===== src/hw/rtl/gbt_pkg.sv =====
// gbt_pkg: shared types, codes and helpers of the graph traversal block
// no dependencies; imported by every module of the block
package gbt_pkg;

   localparam int VERTEX_W   = 6;
   localparam int FUNC_W     = 2;
   localparam int COUNT_W    = 7;
   localparam int ROW_MAX    = 64;
   localparam int CSR_DATA_W = 32;
   localparam int CSR_ADDR_W = 3;

   localparam logic [COUNT_W-1:0] VERTEX_COUNT_RESET = 7'd64;
   localparam logic [CSR_ADDR_W-3:0] REG_VERTEX_COUNT = '0;

   typedef enum logic [FUNC_W-1:0] {
      FUNC_CLEAR = 2'd0,
      FUNC_EDGE  = 2'd1,
      FUNC_DFS   = 2'd2,
      FUNC_BFS   = 2'd3
   } func_type;

   typedef enum logic [2:0] {
      ST_IDLE,
      ST_EDGE,
      ST_DFS_SCAN,
      ST_DFS_POP,
      ST_BFS_DEQ,
      ST_BFS_ROW,
      ST_BFS_SCAN
   } state_type;

   // adjacency memory control
   typedef struct packed {
      logic                clear;
      logic                wr_en;
      logic [VERTEX_W-1:0] wr_row;
      logic [VERTEX_W-1:0] wr_col;
      logic                rd_en;
      logic [VERTEX_W-1:0] rd_row;
   } adj_cmd_type;

   // stack / queue memory control
   typedef struct packed {
      logic                wr_en;
      logic [VERTEX_W-1:0] wr_addr;
      logic [VERTEX_W-1:0] wr_data;
      logic                rd_en;
      logic [VERTEX_W-1:0] rd_addr;
   } ord_cmd_type;

   // binary index of a one-hot word
   function automatic logic [VERTEX_W-1:0] onehot_index(input logic [ROW_MAX-1:0] oh);
      logic [VERTEX_W-1:0] idx;
      idx = '0;
      for (int j = 0; j < ROW_MAX; j++) begin
         if (oh[j]) begin
            idx = idx | VERTEX_W'(j);
         end
      end
      return idx;
   endfunction

endpackage


===== src/hw/rtl/gbt_order_mem.sv =====
// gbt_order_mem: vertex store used as the depth-first stack or the
// breadth-first queue; one write and one registered read per cycle
// depends on gbt_pkg
module gbt_order_mem #(
   parameter int MAX_VERTICES = 64
) (
   input  logic                          clock,
   input  gbt_pkg::ord_cmd_type          cmd,
   output logic [gbt_pkg::VERTEX_W-1:0]  rdata
);
   import gbt_pkg::*;

   localparam int VW = $clog2(MAX_VERTICES);

   logic [VERTEX_W-1:0] mem [MAX_VERTICES];
   logic [VERTEX_W-1:0] rdata_ff;

   always_ff @(posedge clock) begin
      if (cmd.wr_en) begin
         mem[cmd.wr_addr[VW-1:0]] <= cmd.wr_data;
      end
      if (cmd.rd_en) begin
         rdata_ff <= mem[cmd.rd_addr[VW-1:0]];
      end
   end

   assign rdata = rdata_ff;

endmodule


===== config.mk =====
export PLATFORM = sky130hd
export DESIGN_NAME = gbt_order_mem
export DESIGN_NICKNAME = d
export VERILOG_FILES = /design/src/hw/rtl/gbt_pkg.sv /design/src/hw/rtl/gbt_order_mem.sv
export SDC_FILE = /design/constraint.sdc
export NUM_CORES = 1
export LEC_CHECK = 0
export ABC_AREA = 1
export BUFFER_PORTS_ARGS = -buffer_cell sky130_fd_sc_hd__buf_2
export CAP_MARGIN = 20
export CORE_MARGIN = 2
export CORE_UTILIZATION = 55
export CTS_CLUSTER_SIZE = 16
export DETAILED_ROUTE_END_ITERATION = 10
export PLACE_DENSITY = 0.69
export REMOVE_ABC_BUFFERS = 1
export SYNTH_ARGS = -nofsm -noshare
export SYNTH_HDL_FRONTEND = slang
export SYNTH_SLANG_ARGS = --single-unit
export TNS_END_PERCENT = 50

===== constraint.sdc =====
create_clock -name clock -period 2 [get_ports clock]
set_input_delay 0.3 -clock clock [delete_from_list [all_inputs] [get_ports clock]]
set_output_delay 0.3 -clock clock [all_outputs]
set_load 0.1 [all_outputs]

After elaboration in Yosys (flattened, before gate mapping)
Memory sizes are Yosys's and may differ from the RTL's. A register that Yosys moved wholly into a read port is not among the register bits.
Cells that the tools add are included.

storage, ports and cells
  bits in latches = 0
  memory bits (writable) = 384
  register bits = 0
  memory bits (read-only) = 0
  output and inout bits = 6
  word-level logic and storage cells = 3
  bits of input ports = 21
  memories kept = 1

memories
  name  words  bits a word  rd ports  clocked after memory_dff  wr ports  RTL line             RTL
  mem   64     6            1         1                         1         gbt_order_mem.sv:15  logic [VERTEX_W-1:0] mem [MAX_VERTICES];

cells by class
  shift-type cells = 0
  multiplexer cells = 2
  $lt $le $gt $ge = 0
  divide/modulo/power cells = 0
  bitwise operators = 0
  reductions and logical operators = 0
  add/sub/neg operators = 0
  multiply operators = 0
  eq/ne operators = 0

operators with widths
  cell               number
  1-bit two-way mux  2

Longest topological paths before layout
Gate-level depths: netlist of the first run.

  depth in word-level cells = 2
  gate-level depth with buffers = 11
  depth with buffers taken out = 9

Worst setup path after synthesis of the first run
OpenSTA, ideal clock, no wires.

  path type = input-to-reg
  start point = input cmd[19] in the netlist's numbering
  end point = memory mem[48][0], enable pin
  required time = 1,614 ps
  path slack = 131 ps
  cell stages on the path = 3
  setup time = 386 ps
  buffers on the path = 1
  arrival time = 1,483 ps
  path through = clkbuf_1 nand4_1 nor4_1

on the way
  word-level cells in the longest chain between the ends = 2

RTL lines
  element                                  RTL line             RTL
  start: declaration                       gbt_order_mem.sv:8   input gbt_pkg::ord_cmd_type cmd,
  1-bit two-way mux                        gbt_order_mem.sv:19  if (cmd.wr_en) begin
  1-bit two-way mux (implied by the code)  gbt_order_mem.sv:20  mem[cmd.wr_addr[VW-1:0]] <= cmd.wr_data;
  end: declaration                         gbt_order_mem.sv:15

No other way between the ends.

Worst setup path after layout of the first run
  start point = register rdata_ff[2] (netlist: rdata[2]) (read register of mem)
  end point = output rdata[2] in the netlist's numbering

RTL lines
  element             RTL line             RTL
  start: declaration  gbt_order_mem.sv:16  logic [VERTEX_W-1:0] rdata_ff;
  end: declaration    gbt_order_mem.sv:9   output logic [gbt_pkg::VERTEX_W-1:0] rdata

No word-level cell between the ends.

==> results of run 1 <==
stage by stage:
stage / area, sq um / setup slack, ps / instances / TNS (ps) / hold WS (ps)
2_1_floorplan: 15550 / -489.9 / 1292 / -2911 / 398.9
3_3_place_gp: 17130 / 162.2 / 1808 / 0 / 558.4
3_5_place_dp: 17130 / 119.0 / 1808 / 0 / 539.7
4_1_cts: 18320 / 306.4 / 1874 / 0 / 2.948
5_1_grt: 18320 / 283.7 / 1874 / 0 / 4.222
6_report: 18320 / 319.0 / 1874 / 0 / 9.618
area by class of cell:
cell class / count / area [sq um]
Multi-Input combinational cell: 890 / 3797
Sequential cell: 390 / 11710
Tap cell: 384 / 480.5
Inverter: 12 / 47.55
Clock inverter: 16 / 122.6
Fill cell: 2170 / 10390
Timing Repair Buffer: 132 / 1097
Clock buffer: 50 / 1060
cells in the mapped netlist:
master / instances
sky130_fd_sc_hd__buf_1: 9
sky130_fd_sc_hd__buf_2: 43
sky130_fd_sc_hd__buf_4: 16
sky130_fd_sc_hd__buf_6: 1
sky130_fd_sc_hd__clkbuf_1: 15
sky130_fd_sc_hd__edfxtp_1: 390
sky130_fd_sc_hd__inv_1: 10
sky130_fd_sc_hd__inv_2: 2
sky130_fd_sc_hd__nand2_1: 486
sky130_fd_sc_hd__nand3_1: 331
sky130_fd_sc_hd__nand4_1: 9
sky130_fd_sc_hd__nor2_1: 56
sky130_fd_sc_hd__nor4_1: 8
flip-flops by register name, indices dropped and copies added (netlist names):
register	count
mem	384
rdata	6
routing by layer:
layer  vias up  wire length [um]  global-route usage, %
li1       5015                 -                      -
met1      5138             16070                  36.91
met2       507             17900                  39.70
met3        92              3204                  3.893
met4         0              1359                  8.958
met5         -                 0                      0
cells in the final DEF (no fill, tap or decap):
cell type	count
sky130_fd_sc_hd__nand3_1	331
sky130_fd_sc_hd__nand2_1	486
sky130_fd_sc_hd__inv_1	10
sky130_fd_sc_hd__edfxtp_1	390
sky130_fd_sc_hd__nor4_1	8
sky130_fd_sc_hd__buf_12	13
sky130_fd_sc_hd__bufinv_16	2
sky130_fd_sc_hd__clkbuf_16	41
sky130_fd_sc_hd__clkinvlp_4	1
sky130_fd_sc_hd__clkinv_2	5
sky130_fd_sc_hd__clkbuf_1	9
sky130_fd_sc_hd__nand4_1	9
sky130_fd_sc_hd__inv_2	1
sky130_fd_sc_hd__nor2_1	56
sky130_fd_sc_hd__inv_4	1
sky130_fd_sc_hd__buf_2	24
sky130_fd_sc_hd__clkinv_1	8
sky130_fd_sc_hd__buf_4	94
sky130_fd_sc_hd__buf_6	1
kinds of logic after synthesis:
| family | after synthesis | share of synthesized area, % |
|---|---|---|
| simple gates | 890 | 23.75 |
| flops | 390 | 73.24 |
| buf+inv | 96 | 3.013 |
report_power, final:
part	internal [mW]	total, mW	switching (mW)
Clock	3.98	6.85	2.87
Sequential	9.06	9.09	0.0234
Combinational	0.316	1.19	0.873
Total	13.4	17.1	3.77
worst min path at each step:
stage                  to  cells after the start  slack, ps  startpoint
2_1_floorplan   mem[0][0]                      0        400      cmd[7]
3_5_place_dp   mem[14][0]                      1        540      cmd[7]
6_report       mem[14][0]                      1         10      cmd[7]
5_1_grt        mem[14][0]                      1          4      cmd[7]
4_1_cts        mem[14][0]                      1          3      cmd[7]
3_3_place_gp   mem[14][0]                      1        560      cmd[7]
==> out/metrics.json, run 1 <==
{
  "crit_end": {"value": "rdata[2]"},
  "drive_gt1_share": {"value": 12.28, "unit": "%"},
  "min_path_type": {"value": "input port to register"},
  "critical_path_cell_count": {"value": 1},
  "max_cap_violations": {"value": 0},
  "cts_setup_buffers": {"value": 0},
  "synth_top_cell_by_area": {"value": "sky130_fd_sc_hd__edfxtp_1"},
  "postSynthCellCount": {"value": 1376},
  "synth_sequential_area_ratio": {"value": 73.24, "unit": "%"},
  "crit_slowest_cell": {"value": "sky130_fd_sc_hd__buf_2"},
  "cp.buffers_inverters": {"value": 1},
  "slew_headroom": {"value": 45.68, "unit": "%"},
  "floorplan.die.width": {"value": 174.5, "unit": "um"},
  "cellPowerDensity": {"value": 935.1, "unit": "mW/mm^2"},
  "drt_first_pass_iters": {"value": 5},
  "timing.critical_path.from": {"value": "rdata[2]"},
  "power": {"value": 17.13, "unit": "mW"},
  "dp.final_hpwl": {"value": 23630, "unit": "um"},
  "number_of_synthesized_register_bits": {"value": 390},
  "cts.path.max_buffers": {"value": 3},
  "timing.critical_path.cells": {"value": "buf_2"},
  "setup_viol": {"value": 0},
  "grt_antenna_before_repair": {"value": 0},
  "synth.top_cells.by_area": {"value": "sky130_fd_sc_hd__edfxtp_1 73%, sky130_fd_sc_hd__nand2_1 11%, sky130_fd_sc_hd__nand3_1 10%, sky130_fd_sc_hd__buf_2 1.3%, sky130_fd_sc_hd__nor2_1 1.3%"},
  "post_synth_num_cell_types": {"value": 13},
  "die_area": {"value": 0.03045, "unit": "sq mm"},
  "cp_top_family": {"value": "buffers and inverters"},
  "grt_use_total": {"value": 25.44, "unit": "%"},
  "post_drt_via_cell_ratio": {"value": 5.737},
  "cts_sinks": {"value": 390},
  "cp_max_fo": {"value": 1},
  "layout_min_cycle_time": {"value": 1681, "unit": "ps"},
  "antenna_violating_nets_post_route": {"value": 0},
  "setup_repair_after_global_routing_missed_its_margin": {"value": "no"},
  "worst_ir_drop_vdd": {"value": 0.8135, "unit": "mV"},
  "ctsResizeCount": {"value": 0},
  "antenna_cells_inserted": {"value": 0},
  "run_status": {"value": "finished, final reports clean"},
  "floorplan.initialDensity": {"value": 55.71, "unit": "%"},
  "clk-insertion-delay-late": {"value": 530, "unit": "ps"},
  "clkTransAtPathRegs": {"value": 60, "unit": "ps"},
  "post_synth.cell_area_avg": {"value": 11.62, "unit": "sq um"},
  "drt-total-wl": {"value": 38540, "unit": "um"},
  "root_buffer_cell": {"value": "sky130_fd_sc_hd__clkbuf_16"},
  "crit_type": {"value": "register to primary output"},
  "fmax": {"value": 594.9, "unit": "MHz"},
  "final_nets": {"value": 1486},
  "post_synth_instance_area": {"value": 0.01599, "unit": "sq mm"},
  "grt_start_max_net_pins": {"value": 82},
  "number_of_placement_rows": {"value": 62},
  "core_area": {"value": 0.02870, "unit": "sq mm"},
  "grt_pass1_wl": {"value": 59130, "unit": "um"},
  "detailed_route_wire_length_per_cell": {"value": 20.56, "unit": "um"},
  "rr_startpoint": {"value": "mem[33][4]"},
  "end_kind": {"value": "primary output"},
  "post-route-drc-count": {"value": 0},
  "finalHoldViolCount": {"value": 0},
  "worstReg2RegEnd": {"value": "rdata[4]"},
  "critical_path_required": {"value": 1700, "unit": "ps"},
  "worstRegToRegCells": {"value": 8},
  "vias": {"value": 10752},
  "io_pins": {"value": 27},
  "static-leakage-power": {"value": 6.757, "unit": "nW"},
  "utilization": {"value": 63.81, "unit": "%"},
  "slew_viol_final": {"value": 0},
  "vertical_die_dimension": {"value": 174.5, "unit": "um"},
  "critical_path.max_stage_delay": {"value": 450, "unit": "ps"},
  "first_global_vias": {"value": 10166},
  "gp_congestion": {"value": 0.8920},
  "cts_tree": {"value": "yes"},
  "holdBufCountCts": {"value": 0},
  "synthToLayoutAreaGrowth": {"value": 14.55, "unit": "%"},
  "port_buffers": {"value": 26},
  "crit_arrival": {"value": 1380, "unit": "ps"},
  "worstSetupStartpointType": {"value": "register"},
  "numCtsBuffers": {"value": 39},
  "timing.reg2reg.setup_slack": {"value": 600, "unit": "ps"},
  "globalRoute.totalOverflow": {"value": 0},
  "finClkSkew": {"value": 12.24, "unit": "ps"},
  "fin_crit_sh": {"value": 84.05, "unit": "%"},
  "drt_first_iter_violations": {"value": 1297},
  "tightestPinTransition": {"value": 814.8, "unit": "ps"},
  "yosys_warnings": {"value": 0},
  "area_share_of_the_largest_cell_type_after_synthesis": {"value": 73.24, "unit": "%"},
  "ctsHtreeMaxLevel": {"value": 2}
}
(Power assumes the default switching activity.)
==> inputs of run 2 (changes only) <==
- clock period: 2 -> 1.7 ns (I/O delays scaled with it)
==> out/metrics.json, run 2 (synthesis gave the netlist of run 1 again) <==
{
  "run_status": {"value": "finished, final reports clean"},
  "clk-insertion-delay-late": {"value": 530, "unit": "ps"},
  "cp_top_family": {"value": "buffers and inverters"},
  "multiInputGateArea": {"value": 0.003797, "unit": "sq mm"},
  "numCtsBuffers": {"value": 39},
  "peak_usage_layer_in_the_global_routing_report": {"value": "met2"},
  "holdBufCountCts": {"value": 0},
  "die_area": {"value": 0.03045, "unit": "sq mm"},
  "cts_sinks": {"value": 390},
  "crit_type": {"value": "register to primary output"},
  "number_of_placement_rows": {"value": 62},
  "ctsResizeCount": {"value": 0},
  "dp.final_hpwl": {"value": 23960, "unit": "um"},
  "cts_tree": {"value": "yes"},
  "final_cell_mix": {"value": "486 x sky130_fd_sc_hd__nand2_1, 390 x sky130_fd_sc_hd__edfxtp_1, 331 x sky130_fd_sc_hd__nand3_1"},
  "fillerInstances": {"value": 2199},
  "floorplan.die.width": {"value": 174.5, "unit": "um"},
  "ctsHtreeMaxLevel": {"value": 2},
  "grt_use_total": {"value": 26.39, "unit": "%"},
  "crit_arrival": {"value": 1390, "unit": "ps"},
  "setup_repair_after_global_routing_missed_its_margin": {"value": "no"},
  "drive_gt1_share": {"value": 13.58, "unit": "%"},
  "worst_ir_drop_vdd": {"value": 0.8940, "unit": "mV"},
  "max_cap_violations": {"value": 0},
  "layout_min_cycle_time": {"value": 1643, "unit": "ps"},
  "static-leakage-power": {"value": 6.922, "unit": "nW"},
  "holdWs": {"value": 111.1, "unit": "ps"},
  "seqCellArea": {"value": 0.01171, "unit": "sq mm"},
  "detailed_route_wire_length_per_cell": {"value": 20.73, "unit": "um"},
  "finalHoldViolCount": {"value": 0},
  "min_path_type": {"value": "input port to register"},
  "cp_max_fo": {"value": 1},
  "crit_slowest_cell": {"value": "sky130_fd_sc_hd__buf_2"},
  "floorplan.initialDensity": {"value": 55.71, "unit": "%"},
  "slew_headroom": {"value": 45.76, "unit": "%"},
  "post-route-drc-count": {"value": 0},
  "cellPowerDensity": {"value": 1104, "unit": "mW/mm^2"},
  "vertical_die_dimension": {"value": 174.5, "unit": "um"},
  "antenna_violating_nets_post_route": {"value": 0},
  "globalRoute.totalOverflow": {"value": 0},
  "core_area": {"value": 0.02870, "unit": "sq mm"},
  "cts_setup_buffers": {"value": 0},
  "critical_path.max_stage_delay": {"value": 450, "unit": "ps"},
  "number_of_flip_flops_in_the_largest_register": {"value": 384},
  "fin_crit_sh": {"value": 96.62, "unit": "%"},
  "post-route-cell-area": {"value": 0.01859, "unit": "sq mm"},
  "setup_viol": {"value": 0},
  "vias": {"value": 10845},
  "end_kind": {"value": "primary output"},
  "synthToLayoutAreaGrowth": {"value": 16.27, "unit": "%"},
  "drt_first_iter_violations": {"value": 1252},
  "grtUsageMet3": {"value": 3.521, "unit": "%"},
  "tightestPinTransition": {"value": 813.6, "unit": "ps"},
  "grt_start_max_net_pins": {"value": 109},
  "cp.buffers_inverters": {"value": 1},
  "mostFrequentLayoutCell": {"value": "sky130_fd_sc_hd__nand2_1"},
  "cts.path.max_buffers": {"value": 3},
  "root_buffer_cell": {"value": "sky130_fd_sc_hd__clkbuf_16"},
  "final_nets": {"value": 1509},
  "finClkSkew": {"value": 10.60, "unit": "ps"},
  "worstSetupStartpointType": {"value": "register"},
  "grt_pass1_wl": {"value": 60730, "unit": "um"},
  "critical_path_required": {"value": 1440, "unit": "ps"},
  "slew_viol_final": {"value": 0},
  "placement.cell_area": {"value": 0.01734, "unit": "sq mm"},
  "io_pins": {"value": 27},
  "drt-total-wl": {"value": 39430, "unit": "um"},
  "timing.critical_path.cells": {"value": "buf_2"},
  "fmax": {"value": 608.8, "unit": "MHz"},
  "first_global_vias": {"value": 10478},
  "port_buffers": {"value": 26},
  "grt_antenna_before_repair": {"value": 1},
  "drt_first_pass_iters": {"value": 5},
  "post_drt_via_cell_ratio": {"value": 5.702},
  "global_route.usage.met1": {"value": 38.56, "unit": "%"},
  "clkTransAtPathRegs": {"value": 60, "unit": "ps"},
  "gp_congestion": {"value": 0.8797},
  "global_route.usage.met2": {"value": 41.70, "unit": "%"}
}
[run 2: area by class of cell]
type / instances / share of cell area (%)
multi-input combinational: 890 / 20.43
clock inverter: 20 / 0.9960
antenna: 1 / 0.01346
sequential: 390 / 62.99
inverter: 12 / 0.2557
tap: 384 / 2.584
clock buffer: 50 / 5.700
timing repair buffer: 155 / 7.033
[run 2: path summary, 6_finish.rpt]
check / start / cells after the start / slack (ps) / to
worst max register to register: mem[39][5] / 8 / 240 / rdata[5]
worst max-delay path: rdata[3] / 1 / 60 / rdata[3]
worst min-delay path: cmd[6] / 1 / 110 / rdata[5]
worst min register to register: mem[29][0] / 8 / 900 / rdata[0]
[run 2: power by group]
part           leakage (nW)  switching, mW  internal, mW
clock                 0.607           3.40          4.99
combinational          2.80           1.04         0.400
sequential             3.51         0.0239          10.7
total                  6.92           4.47          16.1
[run 2: per-stage QoR]
| step | setup WS (ps) | setup TNS, ps | total power, mW | instances | utilization, % |
|---|---|---|---|---|---|
| 6_report | 57.50 | 0 | 20.53 | 1902 | 64.77 |
| 5_1_grt | 40.48 | 0 | 21.13 | 1902 | 64.77 |
| 4_1_cts | 51.94 | 0 | 20.62 | 1901 | 64.76 |
| 3_5_place_dp | -195.0 | -603.1 | 12.32 | 1831 | 60.43 |
| 3_3_place_gp | -139.5 | -486.3 | 12.30 | 1831 | 60.43 |
| 2_1_floorplan | -744.9 | -4441 | 11.53 | 1292 | - |
[run 2: metal layers]
metal,up-vias,part of all wire (%)
li1,5071,-
met2,536,47
met3,64,8.3
met1,5174,42
met5,-,0
met4,0,2.4
==> inputs of run 3 (changes only) <==
- CORE_UTILIZATION: 55 -> 45
- PLACE_DENSITY: 0.69 -> 0.58
==> out/metrics.json, run 3 (synthesis gave the netlist of run 1 again) <==
{
  "seqPwrFrac": {"value": 52.0, "unit": "%"},
  "root_buffer_cell": {"value": "sky130_fd_sc_hd__clkbuf_16"},
  "placement.cell_area": {"value": 0.01746, "unit": "sq mm"},
  "cp.buffers_inverters": {"value": 1},
  "worstRegToRegCells": {"value": 8},
  "depth_of_the_worst_hold_timing_path": {"value": 1},
  "rr_startpoint": {"value": "mem[49][5]"},
  "drt-total-wl": {"value": 39300, "unit": "um"},
  "io_pins": {"value": 27},
  "die_area": {"value": 0.03706, "unit": "sq mm"},
  "worstReg2RegEnd": {"value": "rdata[5]"},
  "timing.critical_path.from": {"value": "rdata[1]"},
  "drt_first_iter_violations": {"value": 1025},
  "worst_ir_drop_vdd": {"value": 0.7900, "unit": "mV"},
  "static-leakage-power": {"value": 6.931, "unit": "nW"},
  "post-route-cell-area": {"value": 0.01872, "unit": "sq mm"},
  "core_area": {"value": 0.03531, "unit": "sq mm"},
  "slew_viol_final": {"value": 0},
  "switching_share": {"value": 22.24, "unit": "%"},
  "power": {"value": 20.56, "unit": "mW"},
  "grt_pass1_wl": {"value": 60600, "unit": "um"},
  "holdBufCountCts": {"value": 0},
  "number_of_flip_flops_in_the_largest_register": {"value": 384},
  "numCtsBuffers": {"value": 42},
  "cts_setup_buffers": {"value": 0},
  "p_int": {"value": 15.99, "unit": "mW"},
  "antenna_cells_inserted": {"value": 0},
  "post-route-drc-count": {"value": 0},
  "fmax": {"value": 599.5, "unit": "MHz"},
  "synthToLayoutAreaGrowth": {"value": 17.07, "unit": "%"},
  "mostFrequentLayoutCell": {"value": "sky130_fd_sc_hd__nand2_1"},
  "floorplan.die.width": {"value": 192.5, "unit": "um"},
  "finClkSkew": {"value": 14.76, "unit": "ps"},
  "cellPowerDensity": {"value": 1099, "unit": "mW/mm^2"},
  "post_drt_via_cell_ratio": {"value": 5.344},
  "detailed_route_wire_length_per_cell": {"value": 19.82, "unit": "um"},
  "ctsResizeCount": {"value": 0},
  "max_cap_violations": {"value": 0},
  "slew_headroom": {"value": 58.16, "unit": "%"},
  "final_nets": {"value": 1512},
  "drt_first_pass_iters": {"value": 5},
  "crit_slowest_cell": {"value": "sky130_fd_sc_hd__buf_2"},
  "clkTransAtPathRegs": {"value": 60, "unit": "ps"},
  "vertical_die_dimension": {"value": 192.5, "unit": "um"},
  "end_kind": {"value": "primary output"},
  "setup_repair_after_global_routing_missed_its_margin": {"value": "no"},
  "worstSetupStartpointType": {"value": "register"},
  "cp_top_family": {"value": "buffers and inverters"},
  "grt_antenna_before_repair": {"value": 0},
  "tightestPinTransition": {"value": 627.6, "unit": "ps"},
  "cp_max_fo": {"value": 1},
  "critical_path.max_stage_delay": {"value": 460, "unit": "ps"},
  "cts_tree": {"value": "yes"},
  "finish.cell_count_without_fillers": {"value": 1983},
  "finalHoldViolCount": {"value": 0},
  "place_inst": {"value": 1908},
  "final_cell_mix": {"value": "486 x sky130_fd_sc_hd__nand2_1, 390 x sky130_fd_sc_hd__edfxtp_1, 331 x sky130_fd_sc_hd__nand3_1"},
  "grt_start_max_net_pins": {"value": 120},
  "floorplan.initialDensity": {"value": 45.29, "unit": "%"},
  "run_status": {"value": "finished, final reports clean"},
  "cts_sinks": {"value": 390},
  "antenna_violating_nets_post_route": {"value": 0},
  "first_global_vias": {"value": 10383},
  "dp.final_hpwl": {"value": 23550, "unit": "um"},
  "setup_viol": {"value": 0},
  "worst_hold_path.endpoint": {"value": "rdata[2]"},
  "cts.path.max_buffers": {"value": 3},
  "crit_arrival": {"value": 1410, "unit": "ps"},
  "port_buffers": {"value": 26},
  "grt_use_total": {"value": 22.04, "unit": "%"},
  "gp_congestion": {"value": 0.8182},
  "critical_path_required": {"value": 1440, "unit": "ps"},
  "utilization": {"value": 53.01, "unit": "%"},
  "power.combinational.fraction": {"value": 7.0, "unit": "%"},
  "timing.critical_path.cells": {"value": "buf_2"},
  "fin_crit_sh": {"value": 98.12, "unit": "%"},
  "clk-insertion-delay-late": {"value": 530, "unit": "ps"},
  "ctsHtreeMaxLevel": {"value": 2},
  "globalRoute.totalOverflow": {"value": 0},
  "number_of_placement_rows": {"value": 69},
  "min_path_type": {"value": "input port to register"},
  "layout_min_cycle_time": {"value": 1668, "unit": "ps"},
  "drive_gt1_share": {"value": 13.73, "unit": "%"},
  "timing.reg2reg.setup_slack": {"value": 310, "unit": "ps"},
  "vias": {"value": 10597},
  "power_switching": {"value": 4.573, "unit": "mW"},
  "pwr-share-clk": {"value": 41.0, "unit": "%"},
  "min-delay-start": {"value": "cmd[6]"},
  "crit_type": {"value": "register to primary output"}
}
-- run 3: per-stage QoR --
stage | hold slack, ps | setup WS, ps | setup TNS, ps
final | 49.66 | 31.98 | 0
after global routing | 44.63 | 23.51 | 0
after CTS | 36.60 | 45.22 | 0
after detailed placement | 580.3 | -136.9 | -651.2
after global placement | 585.2 | -108.7 | -542.3
after floorplan | 353.9 | -744.9 | -4441
-- run 3: routing by layer --
| metal | vias up | track usage, % | part of all wire, % |
|---|---|---|---|
| li1 | 5076 | - | - |
| met5 | - | 0 | 0 |
| met4 | 0 | 7.516 | 3.2 |
| met1 | 5135 | 31.53 | 45 |
| met3 | 78 | 2.673 | 5.5 |
| met2 | 308 | 35.13 | 46 |
-- run 3: area by class of cell --
class | count | area, sq um
fillers | 3039 | 16590
repair buffers | 155 | 1320
clock inverters | 22 | 150.1
multi-input cells | 890 | 3797
inverters | 12 | 50.05
flip-flops and latches | 390 | 11710
well taps | 461 | 576.8
clock buffers | 53 | 1114
-- run 3: worst max-delay path by stage --
stage,depth (start not counted),end
final,1,rdata[1]
after global placement,11,rdata[5]
after detailed placement,11,rdata[5]
after global routing,1,rdata[1]
after floorplan,9,rdata[0]
after CTS,1,rdata[2]
-- run 3: power groups by stage --
stage          Sequential (mW)  Combinational [mW]  Clock (mW)
3_3_place_gp              10.9                1.44           0
5_1_grt                   10.7                1.58        8.95
4_1_cts                   10.7                1.45        8.57
6_report                  10.7                1.44        8.43
2_1_floorplan             11.0               0.551           0
3_5_place_dp              10.9                1.44           0
